## src/sv/ehtcap_pkg.sv

```systemverilog
`timescale 1ns / 1ps
`default_nettype none

package ehtcap_pkg;

  // Section codes of a result
  localparam logic [2:0] SEC_MAC   = 3'd0;
  localparam logic [2:0] SEC_PHY   = 3'd1;
  localparam logic [2:0] SEC_EXTRA = 3'd2;
  localparam logic [2:0] SEC_MAP   = 3'd3;
  localparam logic [2:0] SEC_PPE   = 3'd4;
  localparam logic [2:0] SEC_PAIR  = 3'd5;

  // MCS/NSS map kinds; NO_MAP marks that no further map is present
  localparam logic [2:0] MAP_20    = 3'd0;
  localparam logic [2:0] MAP_80    = 3'd1;
  localparam logic [2:0] MAP_160   = 3'd2;
  localparam logic [2:0] MAP_320   = 3'd3;
  localparam logic [2:0] NO_MAP    = 3'd4;
  localparam int         MAP_KINDS = 4;

  // Register indexes of the configuration port
  localparam logic REG_BAND  = 1'b0;
  localparam logic REG_WIDTH = 1'b1;

  // Channel width set bits that rule out the 20 MHz-only map
  localparam logic [6:0] WIDTH_ABOVE_20 = 7'h0e;

  // Result queue depth
  localparam int RES_DEPTH = 4;
  localparam int RES_PTR_W = $clog2(RES_DEPTH);
  localparam int RES_CNT_W = $clog2(RES_DEPTH + 1);

  typedef struct packed {
    logic       band_is_2_4ghz;
    logic [6:0] he_width_set;
  } cfg_t;

  typedef struct packed {
    logic [2:0]  section;
    logic [1:0]  map_type;
    logic [63:0] field_value;
    logic [6:0]  pair_index;
    logic [2:0]  ppet_max;
    logic [2:0]  ppet_eight;
    logic        last_in_run;
    logic        end_of_element;
  } result_t;

endpackage

`default_nettype wire

```

## src/sv/eht_capabilities_element_parser_unit.sv

```systemverilog
`timescale 1ns / 1ps
`default_nettype none

// Channel   Handshake              Payload
// input     in_valid / in_ready    data_byte, start_element
// output    out_valid / out_ready  section, map_type, field_value, pair_index,
//                                  ppet_max, ppet_eight, last_in_run, end_of_element
// config    APB psel/penable       paddr, pwdata, prdata (pready tied high)
//
// One byte is taken per cycle while in_ready is high; its results are registered
// in the result queue. A byte yields zero, one or two results; the output drains
// one result per cycle while out_ready is high, so two-result bytes are paced by
// the output. The four-entry result queue sets the stall: in_ready drops while it
// holds more than two results. Synchronous reset returns the parser to idle and
// empties the queue; the registers reset to zero.

module eht_capabilities_element_parser_unit (
  input  wire         clk,
  input  wire         rst,
  // input channel
  input  wire         in_valid,
  output logic        in_ready,
  input  wire  [7:0]  data_byte,
  input  wire         start_element,
  // output channel
  output logic        out_valid,
  input  wire         out_ready,
  output logic [2:0]  section,
  output logic [1:0]  map_type,
  output logic [63:0] field_value,
  output logic [6:0]  pair_index,
  output logic [2:0]  ppet_max,
  output logic [2:0]  ppet_eight,
  output logic        last_in_run,
  output logic        end_of_element,
  // configuration port
  input  wire         psel,
  input  wire         penable,
  input  wire         pwrite,
  input  wire  [2:0]  paddr,
  input  wire  [31:0] pwdata,
  output logic [31:0] prdata,
  output logic        pready
);

  ehtcap_pkg::cfg_t    cfg;
  ehtcap_pkg::result_t res0, res1, head;
  logic [1:0]          res_n;
  logic                in_fire;
  logic                pop;
  logic                room2;
  logic                wr_en;

  // Configuration registers
  assign pready = 1'b1;
  assign wr_en  = psel && penable && pwrite && pready;

  always_ff @(posedge clk) begin
    if (rst) begin
      cfg <= '0;
    end else if (wr_en) begin
      unique case (paddr[2])
        ehtcap_pkg::REG_BAND:  cfg.band_is_2_4ghz <= pwdata[0];
        ehtcap_pkg::REG_WIDTH: cfg.he_width_set   <= pwdata[6:0];
      endcase
    end
  end

  always_comb begin
    unique case (paddr[2])
      ehtcap_pkg::REG_BAND:  prdata = {31'b0, cfg.band_is_2_4ghz};
      ehtcap_pkg::REG_WIDTH: prdata = {25'b0, cfg.he_width_set};
    endcase
  end

  // Accept a request while the queue can take two results
  assign in_ready = room2;
  assign in_fire  = in_valid && in_ready;
  assign pop      = out_valid && out_ready;

  ehtcap_parse u_parse (
    .clk           (clk),
    .rst           (rst),
    .cfg           (cfg),
    .in_fire       (in_fire),
    .data_byte     (data_byte),
    .start_element (start_element),
    .res_n         (res_n),
    .res0          (res0),
    .res1          (res1)
  );

  ehtcap_rfifo u_rfifo (
    .clk        (clk),
    .rst        (rst),
    .push_n     (res_n),
    .push0      (res0),
    .push1      (res1),
    .pop        (pop),
    .head_valid (out_valid),
    .head       (head),
    .room2      (room2)
  );

  // Drive the result fields from the queue head
  assign section        = head.section;
  assign map_type       = head.map_type;
  assign field_value    = head.field_value;
  assign pair_index     = head.pair_index;
  assign ppet_max       = head.ppet_max;
  assign ppet_eight     = head.ppet_eight;
  assign last_in_run    = head.last_in_run;
  assign end_of_element = head.end_of_element;

endmodule

`default_nettype wire

```

## src/sv/ehtcap_parse.sv

```systemverilog
`timescale 1ns / 1ps
`default_nettype none

module ehtcap_parse (
  input  wire                     clk,
  input  wire                     rst,
  input  ehtcap_pkg::cfg_t        cfg,
  input  wire                     in_fire,
  input  wire  [7:0]              data_byte,
  input  wire                     start_element,
  output logic [1:0]              res_n,
  output ehtcap_pkg::result_t     res0,
  output ehtcap_pkg::result_t     res1
);

  localparam logic [2:0] ST_IDLE  = 3'd0;
  localparam logic [2:0] ST_MAC   = 3'd1;
  localparam logic [2:0] ST_PHY   = 3'd2;
  localparam logic [2:0] ST_EXTRA = 3'd3;
  localparam logic [2:0] ST_MAP   = 3'd4;
  localparam logic [2:0] ST_PPE1  = 3'd5;
  localparam logic [2:0] ST_PPE2  = 3'd6;
  localparam logic [2:0] ST_PAIRS = 3'd7;

  // Parser state
  logic [2:0]  state, state_next;
  logic [3:0]  bis, bis_next;
  logic [63:0] aw, aw_next;
  logic        w320, w320_next;
  logic        ppe, ppe_next;
  logic [2:0]  nmk, nmk_next;
  logic [7:0]  resv, resv_next;
  logic [3:0]  rcnt, rcnt_next;
  logic [6:0]  pleft, pleft_next;
  logic [6:0]  pcnt, pcnt_next;

  // State as seen by this byte (a start marker restarts the element)
  logic [2:0]  st_e;
  logic [3:0]  bis_e;
  logic [63:0] aw_e;
  logic        w320_e, ppe_e;
  logic [2:0]  nmk_e;
  logic [7:0]  resv_e;
  logic [3:0]  rcnt_e;
  logic [6:0]  pleft_e, pcnt_e;

  // Working values
  logic [3:0]  len;
  logic [63:0] aw_acc;
  logic [3:0]  bis_inc;
  logic [3:0]  wanted;
  logic [3:0]  avail;
  logic [2:0]  from;
  logic [2:0]  found;
  logic        adv_end;
  logic [2:0]  adv_state;
  logic [3:0]  nss;
  logic [4:0]  ru;
  logic [2:0]  ones;
  logic [7:0]  prod;
  logic [15:0] bits0, bits1, bits2;
  logic [3:0]  cnt0, cnt1, cnt2;
  logic [6:0]  pl0, pl1, pl2;
  logic [6:0]  pc0, pc1, pc2;
  logic        take_a, take_b;
  ehtcap_pkg::result_t pair_a, pair_b;
  ehtcap_pkg::result_t r0, r1;
  logic [1:0]  n;

  // Restart on a start marker
  always_comb begin
    if (start_element) begin
      st_e    = ST_MAC;
      bis_e   = '0;
      aw_e    = '0;
      w320_e  = 1'b0;
      ppe_e   = 1'b0;
      nmk_e   = '0;
      resv_e  = '0;
      rcnt_e  = '0;
      pleft_e = '0;
      pcnt_e  = '0;
    end else begin
      st_e    = state;
      bis_e   = bis;
      aw_e    = aw;
      w320_e  = w320;
      ppe_e   = ppe;
      nmk_e   = nmk;
      resv_e  = resv;
      rcnt_e  = rcnt;
      pleft_e = pleft;
      pcnt_e  = pcnt;
    end
  end

  // Pick the next wanted map from the band and channel width set
  always_comb begin
    if (cfg.band_is_2_4ghz) begin
      wanted = {2'b00, cfg.he_width_set[0], ~cfg.he_width_set[0]};
    end else begin
      wanted = {w320_e, cfg.he_width_set[2], cfg.he_width_set[1],
                (cfg.he_width_set & ehtcap_pkg::WIDTH_ABOVE_20) == 7'd0};
    end
    from = (st_e == ST_MAP) ? ({1'b0, nmk_e[1:0]} + 3'd1) : 3'd0;
    for (int i = 0; i < ehtcap_pkg::MAP_KINDS; i++) begin
      avail[i] = wanted[i] && (3'(i) >= from);
    end
    found = ehtcap_pkg::NO_MAP;
    for (int i = ehtcap_pkg::MAP_KINDS - 1; i >= 0; i--) begin
      if (avail[i]) begin
        found = 3'(i);
      end
    end
    adv_end = (found == ehtcap_pkg::NO_MAP) && !ppe_e;
    if (found != ehtcap_pkg::NO_MAP) begin
      adv_state = ST_MAP;
    end else if (ppe_e) begin
      adv_state = ST_PPE1;
    end else begin
      adv_state = ST_IDLE;
    end
  end

  // PPE header fields and pair count
  always_comb begin
    nss  = aw_e[3:0];
    ru   = {data_byte[0], aw_e[7:4]};
    ones = '0;
    for (int j = 0; j < 5; j++) begin
      ones = ones + {2'b00, ru[j]};
    end
    prod = {5'b0, ones} * {3'b0, {1'b0, nss} + 5'd1};
  end

  // Extract up to two threshold pairs from the bit reservoir and this byte
  always_comb begin
    if (st_e == ST_PPE2) begin
      bits0 = {9'b0, data_byte[7:1]};
      cnt0  = 4'd7;
      pl0   = prod[6:0];
      pc0   = '0;
    end else begin
      bits0 = {8'b0, resv_e} | ({8'b0, data_byte} << rcnt_e[2:0]);
      cnt0  = {1'b0, rcnt_e[2:0]} + 4'd8;
      pl0   = pleft_e;
      pc0   = pcnt_e;
    end

    take_a = (cnt0 >= 4'd6) && (pl0 != 7'd0);
    pair_a = '0;
    pair_a.section        = ehtcap_pkg::SEC_PAIR;
    pair_a.pair_index     = pc0;
    pair_a.ppet_max       = bits0[2:0];
    pair_a.ppet_eight     = bits0[5:3];
    pair_a.end_of_element = (pl0 == 7'd1);
    pl1   = take_a ? pl0 - 7'd1 : pl0;
    pc1   = take_a ? pc0 + 7'd1 : pc0;
    bits1 = take_a ? bits0 >> 6 : bits0;
    cnt1  = take_a ? cnt0 - 4'd6 : cnt0;

    take_b = (st_e == ST_PAIRS) && (cnt1 >= 4'd6) && (pl1 != 7'd0);
    pair_b = '0;
    pair_b.section        = ehtcap_pkg::SEC_PAIR;
    pair_b.pair_index     = pc1;
    pair_b.ppet_max       = bits1[2:0];
    pair_b.ppet_eight     = bits1[5:3];
    pair_b.end_of_element = (pl1 == 7'd1);
    pl2   = take_b ? pl1 - 7'd1 : pl1;
    pc2   = take_b ? pc1 + 7'd1 : pc1;
    bits2 = take_b ? bits1 >> 6 : bits1;
    cnt2  = take_b ? cnt1 - 4'd6 : cnt1;
  end

  // Byte assembly for the multi-byte words
  always_comb begin
    if (st_e == ST_MAC) begin
      len = 4'd2;
    end else if (st_e == ST_PHY) begin
      len = 4'd8;
    end else if (nmk_e == ehtcap_pkg::MAP_20) begin
      len = 4'd4;
    end else begin
      len = 4'd3;
    end
    aw_acc  = aw_e | ({56'b0, data_byte} << {bis_e[2:0], 3'b000});
    bis_inc = bis_e + 4'd1;
  end

  // Section sequencer
  always_comb begin
    state_next = st_e;
    bis_next   = bis_e;
    aw_next    = aw_e;
    w320_next  = w320_e;
    ppe_next   = ppe_e;
    nmk_next   = nmk_e;
    resv_next  = resv_e;
    rcnt_next  = rcnt_e;
    pleft_next = pleft_e;
    pcnt_next  = pcnt_e;
    r0 = '0;
    r1 = '0;
    n  = 2'd0;

    unique case (st_e)
      ST_IDLE: begin
      end
      ST_MAC, ST_PHY, ST_MAP: begin
        if (bis_inc >= len) begin
          bis_next = '0;
          aw_next  = '0;
          n        = 2'd1;
          if (st_e == ST_MAC) begin
            r0.section     = ehtcap_pkg::SEC_MAC;
            r0.field_value = {55'b0, aw_acc[8:0]};
            state_next     = ST_PHY;
          end else if (st_e == ST_PHY) begin
            r0.section     = ehtcap_pkg::SEC_PHY;
            r0.field_value = {aw_acc[63:1], 1'b0};
            w320_next      = aw_acc[1];
            ppe_next       = aw_acc[43];
            state_next     = ST_EXTRA;
          end else begin
            r0.section        = ehtcap_pkg::SEC_MAP;
            r0.map_type       = nmk_e[1:0];
            r0.field_value    = aw_acc;
            r0.end_of_element = adv_end;
            state_next        = adv_state;
            if (found != ehtcap_pkg::NO_MAP) begin
              nmk_next = found;
            end
          end
        end else begin
          bis_next = bis_inc;
          aw_next  = aw_acc;
        end
      end
      ST_EXTRA: begin
        r0.section        = ehtcap_pkg::SEC_EXTRA;
        r0.field_value    = {62'b0, data_byte[1:0]};
        r0.end_of_element = adv_end;
        n          = 2'd1;
        bis_next   = '0;
        aw_next    = '0;
        state_next = adv_state;
        if (found != ehtcap_pkg::NO_MAP) begin
          nmk_next = found;
        end
      end
      ST_PPE1: begin
        aw_next    = {56'b0, data_byte};
        state_next = ST_PPE2;
      end
      ST_PPE2, ST_PAIRS: begin
        aw_next    = '0;
        pleft_next = pl2;
        pcnt_next  = pc2;
        if (pl2 == 7'd0) begin
          state_next = ST_IDLE;
          resv_next  = '0;
          rcnt_next  = '0;
        end else begin
          state_next = ST_PAIRS;
          resv_next  = bits2[7:0];
          rcnt_next  = cnt2;
        end
        if (st_e == ST_PPE2) begin
          r0.section        = ehtcap_pkg::SEC_PPE;
          r0.field_value    = {55'b0, ru, nss};
          r0.end_of_element = (pl0 == 7'd0);
          r1 = pair_a;
          n  = take_a ? 2'd2 : 2'd1;
        end else begin
          r0 = pair_a;
          r1 = pair_b;
          n  = {1'b0, take_a} + {1'b0, take_b};
        end
      end
    endcase

    // Mark the last result of this byte
    if (n == 2'd1) begin
      r0.last_in_run = 1'b1;
    end else if (n == 2'd2) begin
      r1.last_in_run = 1'b1;
    end
  end

  assign res_n = in_fire ? n : 2'd0;
  assign res0  = r0;
  assign res1  = r1;

  // Advance the state on each accepted byte
  always_ff @(posedge clk) begin
    if (rst) begin
      state <= ST_IDLE;
      bis   <= '0;
      aw    <= '0;
      w320  <= 1'b0;
      ppe   <= 1'b0;
      nmk   <= '0;
      resv  <= '0;
      rcnt  <= '0;
      pleft <= '0;
      pcnt  <= '0;
    end else if (in_fire) begin
      state <= state_next;
      bis   <= bis_next;
      aw    <= aw_next;
      w320  <= w320_next;
      ppe   <= ppe_next;
      nmk   <= nmk_next;
      resv  <= resv_next;
      rcnt  <= rcnt_next;
      pleft <= pleft_next;
      pcnt  <= pcnt_next;
    end
  end

  // The pair section always has pairs outstanding
  a_pairs_left: assert property (@(posedge clk) disable iff (rst)
    (state == ST_PAIRS) |-> (pleft != 7'd0))
    else $error("pair section entered with no pairs left");

  // The reservoir never holds a whole pair between bytes
  a_reservoir: assert property (@(posedge clk) disable iff (rst)
    (state == ST_PAIRS) |-> (rcnt < 4'd6))
    else $error("reservoir holds a full pair");

  // The byte index stays inside the two-byte MAC word
  a_mac_index: assert property (@(posedge clk) disable iff (rst)
    (state == ST_MAC) |-> (bis < 4'd2))
    else $error("mac byte index out of range");

endmodule

`default_nettype wire

```

## src/sv/ehtcap_rfifo.sv

```systemverilog
`timescale 1ns / 1ps
`default_nettype none

module ehtcap_rfifo (
  input  wire                     clk,
  input  wire                     rst,
  input  wire  [1:0]              push_n,
  input  ehtcap_pkg::result_t     push0,
  input  ehtcap_pkg::result_t     push1,
  input  wire                     pop,
  output logic                    head_valid,
  output ehtcap_pkg::result_t     head,
  output logic                    room2
);

  localparam int PW = ehtcap_pkg::RES_PTR_W;
  localparam int CW = ehtcap_pkg::RES_CNT_W;

  ehtcap_pkg::result_t entries [ehtcap_pkg::RES_DEPTH];
  logic [PW-1:0] rd_ptr, wr_ptr;
  logic [CW-1:0] count, count_next;

  assign head_valid = (count != '0);
  assign head       = entries[rd_ptr];
  assign room2      = (count <= CW'(ehtcap_pkg::RES_DEPTH - 2));
  assign count_next = count + CW'(push_n) - CW'(pop);

  // Store new results
  always_ff @(posedge clk) begin
    if (push_n != 2'd0) begin
      entries[wr_ptr] <= push0;
    end
    if (push_n == 2'd2) begin
      entries[wr_ptr + PW'(1)] <= push1;
    end
  end

  // Advance the pointers and the fill count
  always_ff @(posedge clk) begin
    if (rst) begin
      rd_ptr <= '0;
      wr_ptr <= '0;
      count  <= '0;
    end else begin
      wr_ptr <= wr_ptr + PW'(push_n);
      rd_ptr <= rd_ptr + PW'(pop);
      count  <= count_next;
    end
  end

  // Never pop an empty queue
  a_no_underflow: assert property (@(posedge clk) disable iff (rst)
    pop |-> (count != '0))
    else $error("result queue underflow");

  // Never push past the depth
  a_no_overflow: assert property (@(posedge clk) disable iff (rst)
    (push_n != 2'd0) |-> ({1'b0, count} + (CW + 1)'(push_n)
                          <= (CW + 1)'(ehtcap_pkg::RES_DEPTH) + (CW + 1)'(pop)))
    else $error("result queue overflow");

endmodule

`default_nettype wire
```

## config.mk

```make
export PLATFORM = sky130hd
export DESIGN_NAME = eht_capabilities_element_parser_unit
export DESIGN_NICKNAME = d
export VERILOG_FILES = /design/src/sv/ehtcap_pkg.sv /design/src/sv/eht_capabilities_element_parser_unit.sv /design/src/sv/ehtcap_parse.sv /design/src/sv/ehtcap_rfifo.sv
export SDC_FILE = /design/constraint.sdc
export NUM_CORES = 1
export LEC_CHECK = 0
export ABC_AREA = 1
export BUFFER_PORTS_ARGS = -buffer_cell sky130_fd_sc_hd__buf_2
export CORE_AREA = 3 3 213 236
export DETAILED_ROUTE_END_ITERATION = 6
export DIE_AREA = 0 0 216 239
export PLACE_DENSITY = 0.67
export SYNTH_ARGS = -nofsm -noshare
export SYNTH_HDL_FRONTEND = slang
export SYNTH_SLANG_ARGS = --single-unit
export TNS_END_PERCENT = 10
```

## constraint.sdc

```tcl
create_clock -name clk -period 11 [get_ports clk]
set_clock_uncertainty 0.15 [all_clocks]
set_input_delay 2.2 -clock clk [delete_from_list [all_inputs] [get_ports clk]]
set_output_delay 2.2 -clock clk [all_outputs]
set_load 0.03 [all_outputs]
```

Yosys cells after proc, flatten, opt, wreduce, memory -nomap -nowiden
Memories as Yosys holds them, arrays and structs flattened. A register that Yosys moved wholly into a read port is not among the register bits.
Cells that the tools add are included.
{"block": "word_totals", "out_inout_bits": 119, "inputBits": 51, "ramBits": 336, "regBits": 116, "mem_count": 1, "word_cells": 187}
{"block": "op_classes", "magnitude_cmp": 8, "n_addsub": 20, "n_mul": 1, "muxes": 96, "shift": 2, "n_reduce_logical": 26, "bitwise": 4, "n_eq_ne": 14}
{"memory": "u_rfifo.entries", "depth": 4, "width": 84, "rd": 1, "rd_clocked_by_memory_dff": 1, "write_ports": 2, "line": "ehtcap_rfifo.sv:19", "rtl": "ehtcap_pkg::result_t entries [ehtcap_pkg::RES_DEPTH];"}
{"op": "one-hot mux 64 bit (3 select lines)", "count": 2}
{"op": "two-way mux 64 bit", "count": 3}
{"op": "two-way mux 84 bit", "count": 1}
{"op": "two-way mux 7 bit", "count": 10}
{"op": "two-way mux 69 bit", "count": 1}
{"op": "two-way mux 3 bit", "count": 22}
{"op": "bitwise OR 64 bit", "count": 1}
{"op": "one-hot mux 32 bit (2 select lines)", "count": 1}
{"op": "left shift 8 x 6 -> 64 bit", "count": 1}
{"op": "two-way mux 14 bit", "count": 3}
{"op": "two-way mux 8 bit", "count": 4}
{"op": "two-way mux 4 bit", "count": 7}
{"op": "two-way mux 1 bit", "count": 24}
{"op": "logical NOT 7 bit", "count": 3}
{"op": "two-way mux 2 bit", "count": 9}
{"op": "two-way mux 16 bit", "count": 1}
{"op": "bitwise OR 8 x 16 -> 16 bit", "count": 1}
{"op": "left shift 8 x 3 -> 16 bit", "count": 1}
{"op": "equality test 3 bit (second input constant)", "count": 5}
{"op": "two-way mux 15 bit", "count": 1}
{"op": "adder 7 x 1 -> 7 bit (second input constant)", "count": 2}
{"op": "equality test 7 x 1 -> 1 bit (second input constant)", "count": 2}
{"op": "nonzero test 7 bit", "count": 2}
{"op": "subtractor 7 x 1 -> 7 bit (second input constant)", "count": 2}
{"op": "40 further kinds", "count": 62}

Depth between registers and ports, before layout
{"block": "depth", "ltp_word": 20, "ltp_mapped": 47, "ltp_nobuf": 41}

By module
From an unflattened synthesis, not the netlist that was laid out.
{"block": "hier_totals", "cells_unflattened": 3506, "hier_area_um2": 27326.2}
{"mod": "ehtcap_rfifo", "area_each_um2": 17571.9, "instances": 1, "seq_area_each_um2": 10229.8, "cells_per_inst": 1875}
{"mod": "ehtcap_parse", "area_each_um2": 9120.0, "instances": 1, "seq_area_each_um2": 2021.9, "cells_per_inst": 1529}
{"mod": "eht_capabilities_element_parser_unit", "area_each_um2": 634.4, "instances": 1, "seq_area_each_um2": 160.2, "cells_per_inst": 102}

Worst setup path after synthesis
OpenSTA, ideal clock, no wires.
{"block": "synth_path", "path_kind": "input-to-reg", "startpoint": "input start_element", "endpoint": "memory u_rfifo.entries[0][0] (netlist bit) (enable)", "t_required_ns": 10.477, "path_buffers": 7, "setup_time_ns": 0.373, "setup_slack_ns": 0.902, "stages": 42, "arrival_time_ns": 9.575, "path_cell_list": "buf_6 > inv_4 > buf_4 > clkbuf_1 > buf_1 > nand2_1 > inv_1 > ha_1 > fa_1 > ha_1 > inv_1 > fa_1 > or2_2 > fa_1 > inv_1 > ha_1 > inv_1 > fa_1 > [... 6 more ...] > inv_2 > nand2_1 > nand2_1 > ha_1 > nand2_2 > nor2_1 > nor2_4 > buf_2 > ha_1 > o21ai_2 > nand2_1 > nor2_4 > inv_2 > nor2_4 > inv_2 > buf_6 > buf_6 > nand2_1"}
{"element": "start, declared", "line": "eht_capabilities_element_parser_unit.sv:24", "rtl": "input wire start_element,"}
{"element": "end, declared", "line": "ehtcap_rfifo.sv:19"}

==> flow_results.xml <==
<?xml version="1.0" encoding="UTF-8"?>
<metrics>
  <group name="synth">
    <metric name="post_synth.cell_area_avg" unit="sq um">7.01</metric>
    <metric name="dominantRegCellSynth" unit="">dfxtp_1</metric>
    <metric name="netlist.top_cell.by_area" unit="">dfxtp_1</metric>
    <metric name="netlist_instances" unit="">3404</metric>
    <metric name="synth_cell_type_count" unit="">61</metric>
    <metric name="synth_area_leaders" unit="">dfxtp_1 32%, nor2_1 12%, o21ai_0 9.9%</metric>
    <metric name="synth_top_cell_area_share" unit="%">32.2</metric>
    <metric name="ys_seq_area_share" unit="%">40.7</metric>
    <metric name="synth_enable_flop_cells" unit="">68</metric>
    <metric name="yosysWarningCount" unit="">0</metric>
    <metric name="ys_seq_elements" unit="">452</metric>
    <metric name="asyncSetResetFlopFracSynth" unit="%">0</metric>
    <metric name="post_synth_instance_area" unit="sq mm">0.0239</metric>
  </group>
  <group name="clock_tree">
    <metric name="cts_root_buf" unit="">clkbuf_16</metric>
    <metric name="tritoncts" unit="">done</metric>
    <metric name="cts_inserted_buffers" unit="">49</metric>
    <metric name="post-cts-setup-buffers" unit="">0</metric>
    <metric name="cts.clk_slew.worst_paths" unit="ns">0.06</metric>
    <metric name="cts_hold_buf" unit="">0</metric>
    <metric name="cts_repair_resize_count" unit="">0</metric>
    <metric name="cts_htree_levels" unit="">2</metric>
    <metric name="clk_latency" unit="ns">0.61</metric>
    <metric name="clock_sinks" unit="">452</metric>
    <metric name="cts.path.max_buffers" unit="">3</metric>
  </group>
  <group name="global_route">
    <metric name="grt.total_usage" unit="%">29.8</metric>
    <metric name="pin_count_of_the_biggest_net_entering_global_routing" unit="">108</metric>
    <metric name="global_route.overflow_total" unit="">0</metric>
    <metric name="grt_first_pass_wirelength" unit="um">124000</metric>
    <metric name="via_count_of_the_first_global_routing_pass" unit="">22300</metric>
    <metric name="antenna_found_initial" unit="">1</metric>
  </group>
  <group name="status">
    <metric name="outcome" unit="">complete, but fails checks</metric>
    <metric name="violated_checks" unit="">design-rule violations</metric>
  </group>
  <group name="pwr">
    <metric name="pwr-share-clk" unit="%">24.6</metric>
    <metric name="power.share.sequential" unit="%">35.1</metric>
    <metric name="power_per_cell_area" unit="mW/mm^2">263</metric>
    <metric name="p_leak" unit="uW">0.0106</metric>
    <metric name="sw_frac_of_total" unit="%">42.5</metric>
    <metric name="peakVddDrop" unit="mV">0.218</metric>
    <metric name="net_switching_power_of_the_design" unit="uW">2910</metric>
    <metric name="p_int" unit="uW">3940</metric>
    <metric name="pwr-share-comb" unit="%">40.3</metric>
  </group>
  <group name="cells_and_area">
    <metric name="seq_area" unit="sq mm">0.00973</metric>
    <metric name="drive_gt1_share" unit="%">9.24</metric>
    <metric name="nets" unit="">3437</metric>
    <metric name="final_util" unit="%">54.3</metric>
    <metric name="area_growth" unit="%">8.92</metric>
    <metric name="multi_input_comb_area" unit="sq mm">0.0119</metric>
    <metric name="num-fill-cells" unit="">4631</metric>
    <metric name="final_cell_mix" unit="">781 x nor2_1, 473 x o21ai_0, 382 x dfxtp_1</metric>
    <metric name="most_frequent_standard_cell_in_the_layout_excluding_fill_and_tap_cells" unit="">nor2_1</metric>
  </group>
  <group name="worst_setup_path">
    <metric name="cp.required" unit="ns">10.95</metric>
    <metric name="slowest_delay" unit="ns">0.81</metric>
    <metric name="reg2reg_slack" unit="ns">2.55</metric>
    <metric name="path_class" unit="">in -&gt; reg</metric>
    <metric name="setup.worst_path.start" unit="">start_element</metric>
    <metric name="crit_path_start_kind" unit="">primary input</metric>
    <metric name="worstRegToRegCells" unit="">37</metric>
    <metric name="slowest_stage" unit="">nand2_1</metric>
    <metric name="setup.worst_path.end_class" unit="">register</metric>
    <metric name="critical_path_peak_fanout" unit="">35</metric>
    <metric name="path_common_cell" unit="">nand2_1</metric>
    <metric name="r2r_end" unit="">u_rfifo.entries[0][1]</metric>
    <metric name="rr_startpoint" unit="">u_parse.aw[4]</metric>
    <metric name="critical_path_arrival" unit="ns">9.88</metric>
  </group>
  <group name="timing">
    <metric name="relSlewSlack" unit="%">20.1</metric>
    <metric name="layout_min_cycle_time" unit="ns">9.92</metric>
    <metric name="maximum_frequency_from_static_timing_analysis" unit="GHz">0.101</metric>
    <metric name="setup-violations-final" unit="">0</metric>
    <metric name="rsz0062_at_grt" unit="">no</metric>
    <metric name="finalMaxSlewViolations" unit="">0</metric>
    <metric name="post-route-period-util" unit="%">90.2</metric>
    <metric name="tightest_slew" unit="ns">1.20</metric>
    <metric name="totalNegativeSetupSlack" unit="ns">0</metric>
    <metric name="hold_viol" unit="">0</metric>
  </group>
  <group name="placed_design">
    <metric name="place_congestion" unit="">0.879</metric>
    <metric name="placement.io_buffers" unit="">116</metric>
    <metric name="dp.final_hpwl" unit="um">46800</metric>
  </group>
  <group name="worst_hold_path">
    <metric name="worst_min_delay_path_startpoint" unit="">u_parse.nmk[2]</metric>
    <metric name="hold_class" unit="">reg -&gt; reg</metric>
    <metric name="holdPathEnd" unit="">u_parse.nmk[2]</metric>
    <metric name="whs_path_depth" unit="">2</metric>
  </group>
  <group name="job">
    <metric name="cap_viol_max_count" unit="">0</metric>
  </group>
  <group name="drt">
    <metric name="postRouteWirelength" unit="um">80100</metric>
    <metric name="antenna_violating_nets_post_route" unit="">0</metric>
    <metric name="routed-via-count" unit="">24000</metric>
    <metric name="drt_drc_violations_left" unit="">3</metric>
    <metric name="initialDrtViolationCount" unit="">2684</metric>
    <metric name="avgRoutedWirePerCell" unit="um">19.9</metric>
    <metric name="avgViaCountPerCell" unit="">5.95</metric>
    <metric name="detail_route.first_pass.iterations" unit="">7</metric>
  </group>
  <group name="floorplan">
    <metric name="die_w" unit="um">216</metric>
    <metric name="die_area" unit="sq mm">0.0516</metric>
    <metric name="initial_standard_cell_utilization_of_the_core" unit="%">49.8</metric>
    <metric name="number_of_cell_rows" unit="">84</metric>
    <metric name="floorplan.die.height" unit="um">239</metric>
    <metric name="floorplan.io_pins" unit="">170</metric>
    <metric name="floorplan.core_area" unit="sq mm">0.0479</metric>
  </group>
</metrics>
[power by group through the flow]
stage	Clock, uW	Combinational, uW	Sequential, uW
floorplan	0	2000	2360
global placement	0	2680	2400
detailed placement	0	2730	2420
CTS	1700	2740	2390
global route	1770	3010	2450
finish	1680	2760	2400
[layer usage]
metal,up-vias,GRT usage [%],wire length (um)
met5,-,0,13
met4,2,11.0,2850
met3,210,4.98,7490
met2,1171,49.0,36900
met1,11300,39.8,32900
li1,11300,-,-
[cell type report]
cell class,count,area share (%)
clock inverters,16,0.625
repair buffers,152,3.27
diodes,1,0.00962
inverters,285,4.14
clock buffers,73,5.75
flip-flops and latches,452,37.4
well taps,645,3.10
multi-input cells,2410,45.7
[metrics by stage]
| stage | hold WS (ns) | worst slack [ns] | cell area, sq um | power [uW] | cells |
|---|---|---|---|---|---|
| after floorplan | 0.271 | 0.902 | 24000 | 4360 | 3428 |
| after global placement | 0.281 | 0.583 | 24300 | 5080 | 3944 |
| after detailed placement | 0.289 | 0.514 | 24300 | 5160 | 3944 |
| after CTS | 0.299 | 1.11 | 26000 | 6830 | 4033 |
| after global routing | 0.322 | 0.490 | 26000 | 7220 | 4033 |
| final | 0.295 | 1.08 | 26000 | 6840 | 4034 |
[synthesized netlist by cell type (3+ instances only)]
master,number
clkbuf_1,178
o22ai_1,158
o21ai_2,3
nor2_1,784
clkinv_1,8
ha_1,29
o22ai_2,4
nor3_1,20
o31ai_1,6
nor2_2,3
buf_4,44
a221o_1,3
edfxtp_1,68
nand4_1,11
buf_1,13
xor2_1,13
nand3_1,67
o21ai_0,473
buf_2,39
nand2_1,365
mux2i_1,3
fa_1,7
o21ai_1,93
a21oi_1,137
or2_2,14
buf_6,7
a31oi_1,63
inv_1,264
o211ai_1,13
nand2_2,7
nand3_2,5
xnor2_1,9
inv_2,11
a221oi_1,49
o221ai_1,4
a22oi_1,8
dfxtp_1,384
nor2_4,9
[cell families after synthesis]
group,share of synthesized area (%)
XOR/XNOR,0.807
flip-flops,40.7
adder cells (fa/ha/maj),2.11
AND/OR/NAND/NOR,21.7
AO/OA/AOI/OAI,24.4
multiplexers,0.126
buffers and inverters,10.0
other,0.0315
[worst max-delay path: cells and delay by family]
| kind | cells | cell delay (ns) |
|---|---|---|
| buffers and inverters | 11 | 1.46 |
| AO/OA/AOI/OAI | 1 | 0.21 |
| AND/OR/NAND/NOR | 18 | 2.92 |
| adder cells (fa/ha/maj) | 9 | 3.07 |
[registers in the layout, indices dropped and copies added (netlist names), 4 cells and up]
| signal | cells |
|---|---|
| u_rfifo.entries | 336 |
| u_parse.aw | 64 |
| cfg | 8 |
| u_parse.resv | 8 |
| u_parse.pcnt | 7 |
| u_parse.pleft | 7 |
| u_parse.bis | 4 |
[how the worst max path moves through the flow]
stage | slack, ns | endpoint | depth (start not counted)
6_report | 1.08 | u_rfifo.entries[0][1] | 39
5_1_grt | 0.49 | u_rfifo.entries[0][1] | 39
4_1_cts | 1.11 | u_rfifo.entries[0][1] | 39
3_5_place_dp | 0.51 | u_rfifo.entries[0][83] | 39
3_3_place_gp | 0.58 | u_rfifo.entries[0][83] | 39
2_1_floorplan | 0.90 | u_rfifo.entries[0][0] | 42
Power figures use the tool's default switching activity.
